File: config.mk
export PLATFORM = sky130hd
export DESIGN_NAME = rgbhsl_front
export DESIGN_NICKNAME = d
export VERILOG_FILES = /design/src/rtl/assert_macros.svh /design/src/rtl/rgbhsl_pkg.sv /design/src/rtl/rgbhsl_front.sv
export SDC_FILE = /design/constraint.sdc
export NUM_CORES = 1
export LEC_CHECK = 0
export BUFFER_PORTS_ARGS = -buffer_cell sky130_fd_sc_hd__buf_2
export CORE_MARGIN = 2
export CORE_UTILIZATION = 50
export DETAILED_ROUTE_END_ITERATION = 6
export PLACE_DENSITY_LB_ADDON = 0.1
export SYNTH_ARGS = -nofsm -noshare
export SYNTH_HDL_FRONTEND = slang
export SYNTH_SLANG_ARGS = --single-unit
File: constraint.sdc
create_clock -name clk_i -period 7.6 [get_ports clk_i]
set_input_delay 0.76 -clock clk_i [delete_from_list [all_inputs] [get_ports clk_i]]
set_output_delay 0.76 -clock clk_i [all_outputs]
set_load 0.005 [all_outputs]
File: src/rtl/assert_macros.svh
// assertion helpers, clocked on clk_i with reset rst_ni
`ifndef ASSERT_MACROS_SVH
`define ASSERT_MACROS_SVH

`ifndef SYNTHESIS
`define RGBHSL_ASSERT(lbl, prop) \
  lbl: assert property (@(posedge clk_i) disable iff (!rst_ni) (prop)) \
    else $error("assertion failed");
`define RGBHSL_NEVER(lbl, expr) \
  lbl: assert property (@(posedge clk_i) disable iff (!rst_ni) !(expr)) \
    else $error("forbidden condition");
`else
`define RGBHSL_ASSERT(lbl, prop)
`define RGBHSL_NEVER(lbl, expr)
`endif

`endif

File: src/rtl/rgbhsl_pkg.sv
package rgbhsl_pkg;

  localparam int unsigned QDepth = 2;
  localparam logic [15:0] NeutralReset = 16'd5000;
  localparam logic [21:0] HueFull = 22'd3840000;
  localparam logic [24:0] FineMax = 25'd23040000;
  localparam logic [14:0] SatMax = 15'd25600;
  localparam logic [20:0] RecipLight = 21'd1342177;
  localparam logic [17:0] RecipHue = 18'd134217;

  typedef struct packed {
    logic [15:0] red_count;
    logic [15:0] green_count;
    logic [15:0] blue_count;
    logic [15:0] clear_count;
    logic [15:0] temperature_kelvin;
    logic [15:0] illuminance_lux;
  } rgbhsl_in_t;

  typedef struct packed {
    logic [14:0] hue_q6;
    logic [14:0] saturation_pct_q8;
    logic [17:0] lightness_pct_q8;
  } rgbhsl_out_t;

  // queue entry: counts, divisor with zero fixed, and which channels saturate
  typedef struct packed {
    logic [2:0][15:0] cnt;
    logic [15:0]      clr;
    logic [2:0]       big;
    logic [15:0]      temp;
    logic [15:0]      lux;
  } rgbhsl_qitem_t;

endpackage

File: src/rtl/rgbhsl_front.sv
module rgbhsl_front import rgbhsl_pkg::*; (
  input  logic          clk_i,
  input  logic          rst_ni,
  input  logic          in_valid_i,
  input  rgbhsl_in_t    in_data_i,
  output logic          in_ready_o,
  output rgbhsl_qitem_t q_item_o,
  output logic          q_valid_o,
  input  logic          q_pop_i
);

  localparam int unsigned PtrW = $clog2(QDepth);
  localparam int unsigned CntW = $clog2(QDepth + 1);

  rgbhsl_qitem_t      mem_q [QDepth];
  rgbhsl_qitem_t      item;
  logic [PtrW-1:0]    wr_ptr_q, wr_ptr_d, rd_ptr_q, rd_ptr_d;
  logic [CntW-1:0]    cnt_q, cnt_d;
  logic               push, pop;

  always_comb begin
    item.cnt[0] = in_data_i.red_count;
    item.cnt[1] = in_data_i.green_count;
    item.cnt[2] = in_data_i.blue_count;
    item.clr    = (in_data_i.clear_count == 16'd0) ? 16'd1 : in_data_i.clear_count;
    item.temp   = in_data_i.temperature_kelvin;
    item.lux    = in_data_i.illuminance_lux;
    // a count at or above clear gives a ratio of one or more
    for (int c = 0; c < 3; c++) begin
      item.big[c] = item.cnt[c] >= item.clr;
    end
  end

  assign in_ready_o = cnt_q != CntW'(QDepth);
  assign q_valid_o  = cnt_q != '0;
  assign q_item_o   = mem_q[rd_ptr_q];
  assign push       = in_valid_i && in_ready_o;
  assign pop        = q_valid_o && q_pop_i;

  always_comb begin
    wr_ptr_d = wr_ptr_q;
    rd_ptr_d = rd_ptr_q;
    cnt_d    = cnt_q;
    if (push) begin
      wr_ptr_d = (wr_ptr_q == PtrW'(QDepth - 1)) ? '0 : wr_ptr_q + 1'b1;
    end
    if (pop) begin
      rd_ptr_d = (rd_ptr_q == PtrW'(QDepth - 1)) ? '0 : rd_ptr_q + 1'b1;
    end
    if (push && !pop) begin
      cnt_d = cnt_q + 1'b1;
    end else if (pop && !push) begin
      cnt_d = cnt_q - 1'b1;
    end
  end

  always_ff @(posedge clk_i or negedge rst_ni) begin
    if (!rst_ni) begin
      wr_ptr_q <= '0;
      rd_ptr_q <= '0;
      cnt_q    <= '0;
    end else begin
      wr_ptr_q <= wr_ptr_d;
      rd_ptr_q <= rd_ptr_d;
      cnt_q    <= cnt_d;
    end
  end

  always_ff @(posedge clk_i) begin
    if (push) begin
      mem_q[wr_ptr_q] <= item;
    end
  end

endmodule

# Yosys cells after proc, flatten, opt, wreduce, memory -nomap -nowiden
# Memory sizes are Yosys's and may differ from the RTL's.
# Index checks and enable logic that the tools add are counted.
dict set report word_totals {
  out_inout_bits 101
  romBits 0
  mem_bits_rw 198
  memories 1
  inputBits 100
  ff_bits 4
  latch_bits 0
}
# memory depth word_bits read_ports rd_clocked_by_memory_dff write_ports line
set mem_list {}
lappend mem_list {mem_q 2 99 1 0 1 rgbhsl_front.sv:15} ;# rgbhsl_qitem_t mem_q [QDepth];
dict set report op_classes {
  div 0
  multipliers 0
  n_reduce_logical 9
  shift 0
  n_addsub 4
  bitwise_logic 0
  order_cmp 3
  n_eq_ne 1
  mux 7
}
# operator count
set ops {}
lappend ops {{$ge A16 B16 Y1} 3}
lappend ops {{$logic_not A16 Y1} 1}
lappend ops {{$mux W16} 1}
lappend ops {{$logic_and A1 B1 Y1} 4}
lappend ops {{$mux W1} 4}
lappend ops {{$mux W2} 2}
lappend ops {{$reduce_bool A2 Y1} 2}
lappend ops {{$add A1 B1 Y1 const B} 2}
lappend ops {{$add A2 B1 Y2 const B} 1}
lappend ops {{$logic_not A1 Y1} 2}
lappend ops {{$ne A2 B2 Y1 const B} 1}
lappend ops {{$sub A2 B1 Y2 const B} 1}

# Longest topological paths before layout
dict set report depth {
  depth_word 6
  depth_mapped 7
  ltp_nobuf 7
}

# Least setup slack after synthesis
# Ideal clock, no wire load.
dict set report synth_timing {
  path_kind {in2reg}
  from {input in_valid_i}
  to {memory mem_q[0][0] (netlist bit), enable pin}
  setup_slack_ns 2.072
  n_path_buf 0
  stages 2
  t_arrival_ns 4.970
  path_cell_list {nand2_1 nor2_1}
}
dict set report synth_via {
  elab_chain_cells 3
}
# element line
set synth_rtl {}
lappend synth_rtl {{from (decl)} rgbhsl_front.sv:4} ;# input logic in_valid_i,
lappend synth_rtl {{$logic_and A1 B1 Y1} rgbhsl_front.sv:37} ;# assign push = in_valid_i && in_ready_o;
lappend synth_rtl {{$mux W1} rgbhsl_front.sv:70} ;# if (push) begin
lappend synth_rtl {{$mux W1 (implied by the code)} rgbhsl_front.sv:71} ;# mem_q[wr_ptr_q] <= item;
lappend synth_rtl {{to (decl)} rgbhsl_front.sv:15}
# No other way between the ends.

==> flow_metrics.env <==
export IMPL_fin_crit_sh_pct=45.0
export IMPL_combPwrFrac_pct=26.3
export IMPL_synthArstFlopShare_pct=1.98
export IMPL_cts_hold_buf=0
export IMPL_drv_slew=0
export IMPL_dp_cells=876
export IMPL_grt_max_degree=71
export IMPL_htreeDepth=1
export IMPL_setup_worst_path_class="flip-flop to output port"
export IMPL_rsz0062_at_grt="false"
export IMPL_worst_pin_slew_ns=0.984
export IMPL_drtAntennaViolNets=0
export IMPL_holdWs_ns=0.0672
export IMPL_fp_coreArea_mm2=0.0166
export IMPL_required_ns=6.84
export IMPL_drv_cap=0
export IMPL_slowest_delay_ns=0.88
export IMPL_fp_row_count=47
export IMPL_cts_buffer_depth=3
export IMPL_final_nets=828
export IMPL_ctsResizeCount=0
export IMPL_worstPathMaxFanout=52
export IMPL_total_power_mw=3.59
export IMPL_power_density_mw_per_mm2=346
export IMPL_peakVddDrop_mv=0.216
export IMPL_cell_internal_pwr_mw=2.62
export IMPL_tns_ns=0
export IMPL_worstHoldPathType="input pin to asynchronous set/reset pin"
export IMPL_dieArea_mm2=0.0180
export IMPL_postCtsSetupRepairBufs=0
export IMPL_routed_via_count=4753
export IMPL_clk_insertion_delay_late_ns=0.48
export IMPL_crit_path_end="q_item_o[72]"
export IMPL_arrival_ns=2.66
export IMPL_die_y_um=134
export IMPL_pwr_share_clk_pct=28.2
export IMPL_num_io_pins=201
export IMPL_switching_share_pct=27.0
export IMPL_finClkSkew_ns=0.00901
export IMPL_post_synth_cell_area_avg_um2=17.8
export IMPL_layout_drive_gt1_share_pct=49.2
export IMPL_maxSlewHeadroom_pct=34.4
export IMPL_syn_area_mm2=0.00849
export IMPL_cp_num_buf_inv=2
export IMPL_slowest_stage="dfrtp_4"
export IMPL_ys_ff_latch=202
export IMPL_seq_area_frac_synth_pct=71.2
export IMPL_drcViolationCount=0
export IMPL_vias_per_cell=5.19
export IMPL_antenna_found_initial=3
export IMPL_first_iter_violations=199
export IMPL_dr_pass1_iters=5
export IMPL_grt_usage_pct=19.2
export IMPL_clk_pin_slew_ns=0.06
export IMPL_p_switching_mw=0.969
export IMPL_crit_start="rd_ptr_q$_DFFE_PN0P_"
export IMPL_root_buffer="clkbuf_16"
export IMPL_synth_cell_types=31
export IMPL_syn_nets=627
export IMPL_yosys_warnings=0
export IMPL_crit_chain="buf_4 -> mux2_2 -> buf_2"
export IMPL_reg2reg_from="cnt_q[0]$_DFFE_PN0P_"
export IMPL_fmax_mhz=292
export IMPL_wl_per_cell_um=19.0
export IMPL_hold_viol=0
export IMPL_syn_to_final_growth_pct=22.4
export IMPL_cts_tree="done"
export IMPL_p_seq_share_pct=45.5
export IMPL_critPathTopFamily="flip-flops"
export IMPL_synthCells=478
export IMPL_status="complete, no violations"
export IMPL_layout_cells_non_filler=915
export IMPL_r2r_setup_slack_ns=5.23
export IMPL_r2r_cells=3
export IMPL_fillers=1291
export IMPL_hpwl_um=12400
export IMPL_grt_pass1_vias=4945
export IMPL_ys_flop_type="edfxtp_1"
export IMPL_min_period_ns=3.42
export IMPL_cp_depth=3
export IMPL_end_kind="output port"
export IMPL_grt_overflow_total=0
export IMPL_finalWirelength_um=17400
export IMPL_synth_edff_count=198
export IMPL_port_buffers=200
export IMPL_die_x_um=134
export IMPL_initial_core_util_pct=51.2
export IMPL_routabilityCongestion=0.781
export IMPL_grt_first_pass_wirelength_um=26900
export IMPL_cts_inserted_buffers=21
export IMPL_start_kind="flip-flop"
export IMPL_p_leak_nw=4.09
export IMPL_clock_sinks=202
export IMPL_setup_viol=0
export IMPL_r2r_end="mem_q[1][50]$_DFFE_PP_"
==> metrics by stage <==
stage | area (um^2) | setup slack [ns] | utilization (%)
2_1_floorplan | 8490 | 2.07 | -
3_3_place_gp | 9700 | 4.17 | 58.5
3_5_place_dp | 9700 | 4.05 | 58.5
4_1_cts | 10400 | 4.11 | 62.6
5_1_grt | 10400 | 4.03 | 62.7
6_report | 10400 | 4.18 | 62.7
==> area by class of cell <==
| type | count | area [um^2] | share of cell area, % |
|---|---|---|---|
| multi-input combinational | 231 | 2270 | 21.9 |
| clock buffer | 28 | 562 | 5.41 |
| sequential | 202 | 6050 | 58.2 |
| antenna | 2 | 5.00 | 0.0482 |
| tap | 220 | 275 | 2.65 |
| clock inverter | 9 | 125 | 1.20 |
| inverter | 19 | 71.3 | 0.686 |
| timing repair buffer | 204 | 1030 | 9.92 |
==> registers in the layout (all words and copies together) (netlist names) <==
name      count
rd_ptr_q      1
cnt_q         2
wr_ptr_q      1
mem_q       198
==> cells in the final DEF (no fill, tap or decap), types with 2 or more instances in the layout <==
master,n
inv_1,19
nor3_1,2
nor2_1,4
clkinv_2,3
clkbuf_16,21
nand2b_1,3
edfxtp_1,198
diode_2,2
xor2_1,2
nand3_1,6
nand2_1,7
a21boi_0,2
o21ai_0,5
clkbuf_1,6
mux2_2,99
a2111o_1,2
a21o_1,4
nand2b_4,3
a211o_1,2
a21oi_1,15
a311o_1,2
buf_4,4
dfrtp_1,3
nand4_1,7
bufinv_16,3
buf_2,200
ha_1,49
xnor2_1,3
nor4_1,6
==> metal layers <==
metal | track usage [%] | up-vias | share of wire (%)
met5 | 0 | - | 0.075
met4 | 5.56 | 2 | 2.0
met3 | 4.16 | 31 | 6.8
met2 | 32.5 | 172 | 49
met1 | 25.3 | 2287 | 42
li1 | - | 2261 | -
==> Yosys cell counts (2+ instances only) <==
| master | count | area (um^2) |
|---|---|---|
| a2111o_1 | 2 | 22.5 |
| a211o_1 | 2 | 17.5 |
| a21boi_0 | 2 | 15.0 |
| a21o_1 | 4 | 30.0 |
| a21oi_1 | 15 | 75.1 |
| a311o_1 | 2 | 20.0 |
| buf_2 | 10 | 50.1 |
| clkbuf_1 | 16 | 60.1 |
| dfrtp_1 | 4 | 100 |
| edfxtp_1 | 198 | 5950 |
| ha_1 | 49 | 613 |
| inv_1 | 19 | 71.3 |
| mux2_2 | 99 | 1110 |
| nand2_1 | 7 | 26.3 |
| nand2b_1 | 3 | 18.8 |
| nand2b_4 | 3 | 41.3 |
| nand3_1 | 6 | 30.0 |
| nand4_1 | 7 | 43.8 |
| nor2_1 | 5 | 18.8 |
| nor3_1 | 2 | 10.0 |
| nor4_1 | 6 | 37.5 |
| o21ai_0 | 5 | 25.0 |
| xnor2_1 | 3 | 26.3 |
| xor2_1 | 2 | 17.5 |
==> worst reg2reg max path, stage by stage (launching register included) <==
cell and delay (ns):
dfrtp_1 0.41, nand2b_1 0.18, and3_4 0.49, buf_4 0.83
==> power by group through the flow <==
stage / clock [mW] / sequential (mW) / combinational (mW)
6_report: 1.01 / 1.64 / 0.946
5_1_grt: 1.09 / 1.66 / 1.03
2_1_floorplan: 0 / 1.62 / 0.608
3_5_place_dp: 0 / 1.66 / 0.959
3_3_place_gp: 0 / 1.65 / 0.950
4_1_cts: 1.04 / 1.64 / 0.968
==> cells by family after synthesis <==
family / count (synthesis) / synth area share [%]
multiplexers: 99 / 13.1
adder cells (fa/ha/maj): 49 / 7.22
AND/OR/NAND/NOR: 43 / 2.98
AO/OA/AOI/OAI: 35 / 2.80
buffers and inverters: 45 / 2.14
flip-flops: 202 / 71.2
XOR/XNOR: 5 / 0.516
==> how the worst min path moves through the flow <==
stage / from / to / slack [ns] / cells past startpoint
CTS: rst_ni / rd_ptr_q$_DFFE_PN0P_ / 0.05 / 1
detailed placement: cnt_q[1]$_DFFE_PN0P_ / cnt_q[1]$_DFFE_PN0P_ / 0.51 / 1
global placement: cnt_q[1]$_DFFE_PN0P_ / cnt_q[1]$_DFFE_PN0P_ / 0.47 / 1
floorplan: rst_ni / cnt_q[0]$_DFFE_PN0P_ / 0.46 / 0
global route: rst_ni / rd_ptr_q$_DFFE_PN0P_ / 0.06 / 1
finish: rst_ni / cnt_q[0]$_DFFE_PN0P_ / 0.07 / 1
Note: power is estimated with default switching activity, not from simulation.
